$ cat src/dvw_pkg.sv
// shared types, constants and functions for the date-time check and weekday pipeline
package dvw_pkg;

    localparam int unsigned YEAR_W = 12;
    localparam int unsigned SUM_W  = 12;

    localparam logic [YEAR_W-1:0] YEAR_BASE  = 12'd2000;
    localparam logic [YEAR_W-1:0] YEAR_2100  = 12'd2100;
    localparam logic [YEAR_W-1:0] YEAR_2200  = 12'd2200;

    localparam logic [7:0] HOUR_MAX   = 8'd23;
    localparam logic [7:0] MINUTE_MAX = 8'd59;
    localparam logic [7:0] SECOND_MAX = 8'd59;
    localparam logic [7:0] MONTH_MIN  = 8'd1;
    localparam logic [7:0] MONTH_MAX  = 8'd12;
    localparam logic [7:0] MONTH_MAR  = 8'd3;

    // offsets from 2000 of the two century years in range that are not leap years
    localparam logic [7:0] OFS_2100 = 8'd100;
    localparam logic [7:0] OFS_2200 = 8'd200;

    localparam logic [4:0] Q100_19 = 5'd19;
    localparam logic [4:0] Q100_20 = 5'd20;
    localparam logic [4:0] Q100_21 = 5'd21;
    localparam logic [4:0] Q100_22 = 5'd22;
    localparam logic [2:0] Q400_4  = 3'd4;
    localparam logic [2:0] Q400_5  = 3'd5;

    localparam logic [2:0] WEEKDAY_NONE = 3'd0;

    typedef struct packed {
        logic [7:0] year_offset;
        logic [7:0] month;
        logic [7:0] day;
        logic [7:0] hour;
        logic [7:0] minute;
        logic [7:0] second;
    } t_dvw_in;

    typedef struct packed {
        logic       status;
        logic [2:0] weekday;
    } t_dvw_out;

    typedef struct packed {
        logic              ok;
        logic [YEAR_W-1:0] year;
        logic [2:0]        shift;
        logic [4:0]        day;
    } t_dvw_s1;

    typedef struct packed {
        logic              ok;
        logic [YEAR_W-1:0] year;
        logic [YEAR_W-3:0] q4;
        logic [4:0]        q100;
        logic [2:0]        q400;
        logic [5:0]        md;
    } t_dvw_s2;

    typedef struct packed {
        logic             ok;
        logic [SUM_W-1:0] sum;
    } t_dvw_s3;

    function automatic logic [2:0] month_shift(input logic [3:0] mo);
        logic [2:0] r;
        unique case (mo)
            4'd1:    r = 3'd0;
            4'd2:    r = 3'd3;
            4'd3:    r = 3'd2;
            4'd4:    r = 3'd5;
            4'd5:    r = 3'd0;
            4'd6:    r = 3'd3;
            4'd7:    r = 3'd5;
            4'd8:    r = 3'd1;
            4'd9:    r = 3'd4;
            4'd10:   r = 3'd6;
            4'd11:   r = 3'd2;
            4'd12:   r = 3'd4;
            default: r = 3'd0;
        endcase
        return r;
    endfunction

    function automatic logic [4:0] month_len(input logic [3:0] mo, input logic leap);
        logic [4:0] r;
        unique case (mo)
            4'd1, 4'd3, 4'd5, 4'd7, 4'd8, 4'd10, 4'd12: r = 5'd31;
            4'd4, 4'd6, 4'd9, 4'd11:                     r = 5'd30;
            4'd2:    r = leap ? 5'd29 : 5'd28;
            default: r = 5'd0;
        endcase
        return r;
    endfunction

    // 8 is 1 mod 7, so octal digits fold before a short reduction
    function automatic logic [2:0] mod7(input logic [SUM_W-1:0] s);
        logic [4:0] d;
        logic [4:0] r;
        d = 5'({2'b0, s[2:0]} + {2'b0, s[5:3]} + {2'b0, s[8:6]} + {2'b0, s[11:9]});
        priority if (d >= 5'd21) begin
            r = d - 5'd21;
        end else if (d >= 5'd14) begin
            r = d - 5'd14;
        end else if (d >= 5'd7) begin
            r = d - 5'd7;
        end else begin
            r = d;
        end
        return r[2:0];
    endfunction

endpackage

$ cat src/datetime_validate_weekday.sv
// top level: date-time validation with weekday, four-stage pipeline
// an input transfer reaches the result through the check, terms, sum and weekday stage registers
// throughput: one item per cycle while i_ready does not stall the output; each of the four stages holds one item
// a stage takes a new item when it is empty or its result moves on
// reset: synchronous active-low i_rst_n clears all stage valid bits
module datetime_validate_weekday (
    input  logic              i_clk,
    input  logic              i_rst_n,
    input  logic              i_valid,
    output logic              o_ready,
    input  dvw_pkg::t_dvw_in  i_data,
    output logic              o_valid,
    input  logic              i_ready,
    output dvw_pkg::t_dvw_out o_data
);
    import dvw_pkg::*;

    logic    s1_valid;
    logic    s1_ready;
    t_dvw_s1 s1_data;
    logic    s2_valid;
    logic    s2_ready;
    t_dvw_s2 s2_data;
    logic    s3_valid;
    logic    s3_ready;
    t_dvw_s3 s3_data;

    dvw_check u_check (
        .i_clk   (i_clk),
        .i_rst_n (i_rst_n),
        .i_valid (i_valid),
        .o_ready (o_ready),
        .i_data  (i_data),
        .o_valid (s1_valid),
        .i_ready (s1_ready),
        .o_data  (s1_data)
    );

    dvw_terms u_terms (
        .i_clk   (i_clk),
        .i_rst_n (i_rst_n),
        .i_valid (s1_valid),
        .o_ready (s1_ready),
        .i_data  (s1_data),
        .o_valid (s2_valid),
        .i_ready (s2_ready),
        .o_data  (s2_data)
    );

    dvw_sum u_sum (
        .i_clk   (i_clk),
        .i_rst_n (i_rst_n),
        .i_valid (s2_valid),
        .o_ready (s2_ready),
        .i_data  (s2_data),
        .o_valid (s3_valid),
        .i_ready (s3_ready),
        .o_data  (s3_data)
    );

    dvw_wday u_wday (
        .i_clk   (i_clk),
        .i_rst_n (i_rst_n),
        .i_valid (s3_valid),
        .o_ready (s3_ready),
        .i_data  (s3_data),
        .o_valid (o_valid),
        .i_ready (i_ready),
        .o_data  (o_data)
    );

    a_err_weekday_zero: assert property (@(posedge i_clk) disable iff (!i_rst_n)
        o_valid && o_data.status |-> o_data.weekday == WEEKDAY_NONE)
        else $error("error result carries a nonzero weekday");

    a_weekday_range: assert property (@(posedge i_clk) disable iff (!i_rst_n)
        o_valid |-> o_data.weekday != 3'd7)
        else $error("weekday out of range");

    a_reset_clears: assert property (@(posedge i_clk)
        !i_rst_n |=> !o_valid)
        else $error("result valid right after reset");

    a_stall_holds: assert property (@(posedge i_clk) disable iff (!i_rst_n)
        o_valid && !i_ready |=> o_valid && $stable(o_data))
        else $error("stalled result lost or changed");

endmodule

$ cat src/dvw_check.sv
// stage 1: range checks, month length, adjusted year and month shift
module dvw_check (
    input  logic             i_clk,
    input  logic             i_rst_n,
    input  logic             i_valid,
    output logic             o_ready,
    input  dvw_pkg::t_dvw_in i_data,
    output logic             o_valid,
    input  logic             i_ready,
    output dvw_pkg::t_dvw_s1 o_data
);
    import dvw_pkg::*;

    logic    r_valid;
    t_dvw_s1 r_data;
    t_dvw_s1 n_data;
    logic    time_ok;
    logic    mon_ok;
    logic    day_ok;
    logic    leap;
    logic    early;
    logic [4:0] len;

    assign o_ready = !r_valid || i_ready;

    always_comb begin
        time_ok = (i_data.hour <= HOUR_MAX) && (i_data.minute <= MINUTE_MAX)
                  && (i_data.second <= SECOND_MAX);
        mon_ok  = (i_data.month >= MONTH_MIN) && (i_data.month <= MONTH_MAX);
        leap    = (i_data.year_offset[1:0] == 2'b00) && (i_data.year_offset != OFS_2100)
                  && (i_data.year_offset != OFS_2200);
        len     = month_len(i_data.month[3:0], leap);
        day_ok  = (i_data.day != 8'd0) && (i_data.day <= {3'b000, len});
        early   = i_data.month < MONTH_MAR;
        n_data.ok    = time_ok && mon_ok && day_ok;
        n_data.year  = YEAR_BASE + {4'b0000, i_data.year_offset} - {11'b0, early};
        n_data.shift = month_shift(i_data.month[3:0]);
        n_data.day   = i_data.day[4:0];
    end

    always_ff @(posedge i_clk) begin
        if (!i_rst_n) begin
            r_valid <= 1'b0;
        end else if (o_ready) begin
            r_valid <= i_valid;
        end
    end

    always_ff @(posedge i_clk) begin
        if (o_ready && i_valid) begin
            r_data <= n_data;
        end
    end

    assign o_valid = r_valid;
    assign o_data  = r_data;

endmodule

$ cat src/dvw_terms.sv
// stage 2: century and leap correction terms and the month-day term of the weekday sum
module dvw_terms (
    input  logic             i_clk,
    input  logic             i_rst_n,
    input  logic             i_valid,
    output logic             o_ready,
    input  dvw_pkg::t_dvw_s1 i_data,
    output logic             o_valid,
    input  logic             i_ready,
    output dvw_pkg::t_dvw_s2 o_data
);
    import dvw_pkg::*;

    logic    r_valid;
    t_dvw_s2 r_data;
    t_dvw_s2 n_data;

    assign o_ready = !r_valid || i_ready;

    always_comb begin
        n_data.ok   = i_data.ok;
        n_data.year = i_data.year;
        n_data.q4   = i_data.year[YEAR_W-1:2];
        priority if (i_data.year < YEAR_BASE) begin
            n_data.q100 = Q100_19;
        end else if (i_data.year < YEAR_2100) begin
            n_data.q100 = Q100_20;
        end else if (i_data.year < YEAR_2200) begin
            n_data.q100 = Q100_21;
        end else begin
            n_data.q100 = Q100_22;
        end
        n_data.q400 = (i_data.year < YEAR_BASE) ? Q400_4 : Q400_5;
        n_data.md   = {3'b000, i_data.shift} + {1'b0, i_data.day};
    end

    always_ff @(posedge i_clk) begin
        if (!i_rst_n) begin
            r_valid <= 1'b0;
        end else if (o_ready) begin
            r_valid <= i_valid;
        end
    end

    always_ff @(posedge i_clk) begin
        if (o_ready && i_valid) begin
            r_data <= n_data;
        end
    end

    assign o_valid = r_valid;
    assign o_data  = r_data;

endmodule

$ cat src/dvw_sum.sv
// stage 3: weekday sum before reduction
module dvw_sum (
    input  logic             i_clk,
    input  logic             i_rst_n,
    input  logic             i_valid,
    output logic             o_ready,
    input  dvw_pkg::t_dvw_s2 i_data,
    output logic             o_valid,
    input  logic             i_ready,
    output dvw_pkg::t_dvw_s3 o_data
);
    import dvw_pkg::*;

    logic    r_valid;
    t_dvw_s3 r_data;
    t_dvw_s3 n_data;

    assign o_ready = !r_valid || i_ready;

    always_comb begin
        n_data.ok  = i_data.ok;
        n_data.sum = i_data.year + {2'b00, i_data.q4} + {9'b0, i_data.q400}
                     + {6'b0, i_data.md} - {7'b0, i_data.q100};
    end

    always_ff @(posedge i_clk) begin
        if (!i_rst_n) begin
            r_valid <= 1'b0;
        end else if (o_ready) begin
            r_valid <= i_valid;
        end
    end

    always_ff @(posedge i_clk) begin
        if (o_ready && i_valid) begin
            r_data <= n_data;
        end
    end

    assign o_valid = r_valid;
    assign o_data  = r_data;

endmodule

$ cat src/dvw_wday.sv
// stage 4: modulo-7 reduction and result register
module dvw_wday (
    input  logic              i_clk,
    input  logic              i_rst_n,
    input  logic              i_valid,
    output logic              o_ready,
    input  dvw_pkg::t_dvw_s3  i_data,
    output logic              o_valid,
    input  logic              i_ready,
    output dvw_pkg::t_dvw_out o_data
);
    import dvw_pkg::*;

    logic     r_valid;
    t_dvw_out r_data;
    t_dvw_out n_data;

    assign o_ready = !r_valid || i_ready;

    always_comb begin
        n_data.status  = !i_data.ok;
        n_data.weekday = i_data.ok ? mod7(i_data.sum) : WEEKDAY_NONE;
    end

    always_ff @(posedge i_clk) begin
        if (!i_rst_n) begin
            r_valid <= 1'b0;
        end else if (o_ready) begin
            r_valid <= i_valid;
        end
    end

    always_ff @(posedge i_clk) begin
        if (o_ready && i_valid) begin
            r_data <= n_data;
        end
    end

    assign o_valid = r_valid;
    assign o_data  = r_data;

endmodule
$ cat config.mk
export PLATFORM = sky130hd
export DESIGN_NAME = datetime_validate_weekday
export DESIGN_NICKNAME = d
export VERILOG_FILES = /design/src/dvw_pkg.sv /design/src/datetime_validate_weekday.sv /design/src/dvw_check.sv /design/src/dvw_terms.sv /design/src/dvw_sum.sv /design/src/dvw_wday.sv
export SDC_FILE = /design/constraint.sdc
export NUM_CORES = 1
export LEC_CHECK = 0
export ABC_AREA = 1
export BUFFER_PORTS_ARGS = -buffer_cell sky130_fd_sc_hd__buf_2
export CELL_PAD_IN_SITES_DETAIL_PLACEMENT = 1
export CELL_PAD_IN_SITES_GLOBAL_PLACEMENT = 1
export CORE_MARGIN = 4
export CORE_UTILIZATION = 30
export DETAILED_ROUTE_END_ITERATION = 6
export GPL_TIMING_DRIVEN = 1
export HOLD_SLACK_MARGIN = 0.1
export PLACE_DENSITY_LB_ADDON = 0.15
export SKIP_LAST_GASP = 1
export SYNTH_ARGS = -nofsm -noshare
export SYNTH_HDL_FRONTEND = slang
export SYNTH_SLANG_ARGS = --single-unit
export TNS_END_PERCENT = 20
$ cat constraint.sdc
create_clock -name i_clk -period 7.2 [get_ports i_clk]
set_input_delay 0.36 -clock i_clk [delete_from_list [all_inputs] [get_ports i_clk]]
set_output_delay 0.36 -clock i_clk [all_outputs]
set_load 0.01 [all_outputs]
==> metrics <==
worst vdd ir 0.000127 V; Final Cycle Share 50.6%; critical path required time 7.27 ns; layout cells sized above 1 13.7%; Final Hold Violating Endpoints 0; Initial Util 30.6%; post-synthesis cell count 483; Achievable Freq 275 MHz; critical path type reg2reg; Slew HR 26.1%; via count 3254; combinational power share 42.4%; Max clock buf depth 2; Avg WL per Cell 11.6 um; full die area 17500 um^2; GR peak layer met2; Yosys reg bits 65; # fillers 1755; Worst-Margin Slew 1.11 ns; Int Pwr 0.948 mW; Crit. End Element register; Max Slew Vio Count 0; Leakage 2.57 nW; reg2reg path depth 18; post-cts sizing count 0; sequential area share after synthesis 41.2%; status completed; Syn Std Cell Area 4640 um^2; Die Y 132 um; # hold bufs at CTS 0; Final setup viols 0; total track usage 10.6%; Worst Setup SP u_sum.o_data[0]$_DFFE_PP_; H-tree Lvls 3; Worst-Skew Late Latency 0.32 ns; drt first pass iters 4; Worst Setup EP u_wday.o_data[0]$_SDFFCE_PN0P_; unrepaired setup endpoints after global routing no; switching part of the total power 36.5%; # DRC 0; drt via density 4.42; Psw 0.544 mW; Setup Slack @ Placement 3.50 ns; vias in the first global route 3487; count of nets after finishing 680; max cap viols 0; clk slew on worst S/H paths 0.05 ns; io pins 58; Post-CTS Setup Bufs 0; largest net degree at the start of global routing 24; most common cell after layout, fill and taps aside inv_1; Total Wirelength 8.52 mm; DP HPWL 7.45 mm; Pwr Density 277 nW/um^2; diodes inserted 0; global-route wire length before repair 15.4 mm; synth warn 0; RR Endpoint u_wday.o_data[0]$_SDFFCE_PN0P_; syn_nets 619; crit path launch type register; Synth Area per Inst 9.60 um^2; met3 usage 2.14%; Core Region 15100 um^2; # clock sinks 65; crit path max fanout 5; met1 usage 12.7%; critical path arrival 3.71 ns; clock root buffer clkbuf_16; Layout area overhead 16.2%; most frequent cells in the layout 112 x inv_1, 68 x ha_1, 62 x nand2_1; power share of the sequential group 32.2%; Tightest Hold Check Type in2reg; Buffers on Ports 50; GP Congestion 0.801; Clock power frac 25.3%; reg-to-reg startpoint u_sum.o_data[0]$_DFFE_PP_; Remaining Overflow, GRT 0; antenna violation net count after detailed routing 0; Final min period 3.64 ns; clock buffer count from CTS 9; die width 132 um; total chip power 1.49 mW; # rows 45; aggregate negative setup slack 0 ns; initial drt markers 99; initial antenna violation count 0; Setup WS post-layout 3.56 ns; met2 Resource Use GR 18.8%; r2r setup slk 3.56 ns; CTS tree done; clk_skew 0.00805 ns; Netlist cell types 33
## worst min path at each step
stage               depth (start not counted)                         start                           to  slack [ns]
global route                                1                    i_data[26]  u_check.o_data[2]$_DFFE_PP_        0.24
global placement                            0  u_terms.o_data[36]$_DFFE_PP_   u_sum.o_data[12]$_DFFE_PP_        0.40
CTS                                         1                    i_data[26]  u_check.o_data[2]$_DFFE_PP_        0.24
floorplan                                   0  u_terms.o_data[36]$_DFFE_PP_   u_sum.o_data[12]$_DFFE_PP_        0.40
finish                                      1                    i_data[26]  u_check.o_data[2]$_DFFE_PP_        0.25
detailed placement                          0  u_terms.o_data[36]$_DFFE_PP_   u_sum.o_data[12]$_DFFE_PP_        0.41
## cells in the mapped netlist
cell	number	share of area (%)
inv_2	3	0.24
nand3_1	20	2.2
nor3b_1	1	0.16
inv_1	112	9.1
a21o_1	1	0.16
a41o_1	1	0.22
a31oi_1	1	0.14
or2_1	1	0.14
nor2_1	43	3.5
o21ai_0	8	0.86
nand2_4	2	0.49
nor4_1	2	0.27
nand3b_1	1	0.16
a211oi_1	3	0.49
o211ai_1	4	0.65
nor2_2	1	0.14
dfxtp_1	4	1.7
nand3_2	2	0.43
xor2_1	10	1.9
xnor2_1	9	1.7
fa_1	16	6.9
nand2_1	62	5.0
nor3_1	7	0.76
or2_4	1	0.19
edfxtp_1	61	40
o31ai_1	2	0.32
o21ai_1	2	0.22
nand2_2	1	0.14
ha_1	68	18
a21oi_1	23	2.5
nand4_1	8	1.1
a221oi_1	1	0.19
o22ai_1	2	0.27
## power groups by stage
stage	Combinational, mW	Clock [mW]	Sequential, mW
6_report	0.633	0.378	0.481
5_1_grt	0.747	0.412	0.484
4_1_cts	0.649	0.391	0.481
3_5_place_dp	0.645	0	0.489
3_3_place_gp	0.630	0	0.489
2_1_floorplan	0.498	0	0.485
## cells by family (layout without fill, tap and decap cells)
logic type / count (synthesis) / count (layout) / synth area share, %
AO/OA/AOI/OAI: 48 / 48 / 5.99
flip-flops: 65 / 65 / 41.2
AND/OR/NAND/NOR: 152 / 152 / 14.6
adder cells (fa/ha/maj): 84 / 84 / 25.3
buffers and inverters: 115 / 181 / 9.31
XOR/XNOR: 19 / 19 / 3.59
## layer usage
| metal | wire length (um) | up-vias |
|---|---|---|
| met5 | 0 | - |
| met4 | 115 | 0 |
| met3 | 196 | 7 |
| met2 | 4470 | 39 |
| met1 | 3740 | 1511 |
| li1 | - | 1697 |
## through the flow
stage	util [%]	std cells	hold slack, ns	instance area, um^2
floorplan	-	483	0.400	4640
global placement	33.8	721	0.401	5120
detailed placement	33.8	721	0.407	5120
CTS	35.6	737	0.237	5390
global route	35.6	737	0.240	5390
finish	35.6	737	0.252	5390
## cell type report
type	count	area, um^2	share of cell area (%)
clock buffer	10	229	4.25
clock inverter	6	35.0	0.650
inverter	115	432	8.01
multi-input combinational	303	2300	42.6
sequential	65	1910	35.5
tap	188	235	4.36
timing repair buffer	50	250	4.64
## critical path: stages (launching register included)
cell      delay, ns
edfxtp_1       0.37
ha_1           0.24
fa_1           0.48
inv_1          0.05
fa_1           0.42
inv_1          0.07
ha_1           0.16
inv_1          0.05
fa_1           0.61
inv_2          0.10
ha_1           0.20
inv_1          0.07
nor2_1         0.05
nor2_2         0.17
nand3_2        0.10
nand2_1        0.09
nand3_1        0.07
nand2_1        0.07
nor2_1         0.04
## state kept, by name, summed over array words and instances (netlist names)
| signal | flops |
|---|---|
| u_check.o_data | 21 |
| u_terms.o_valid | 1 |
| u_check.o_valid | 1 |
| u_wday.o_valid | 1 |
| u_sum.o_valid | 1 |
| u_sum.o_data | 13 |
| u_terms.o_data | 23 |
| u_wday.o_data | 4 |
Note: power is estimated with default switching activity, not from simulation.
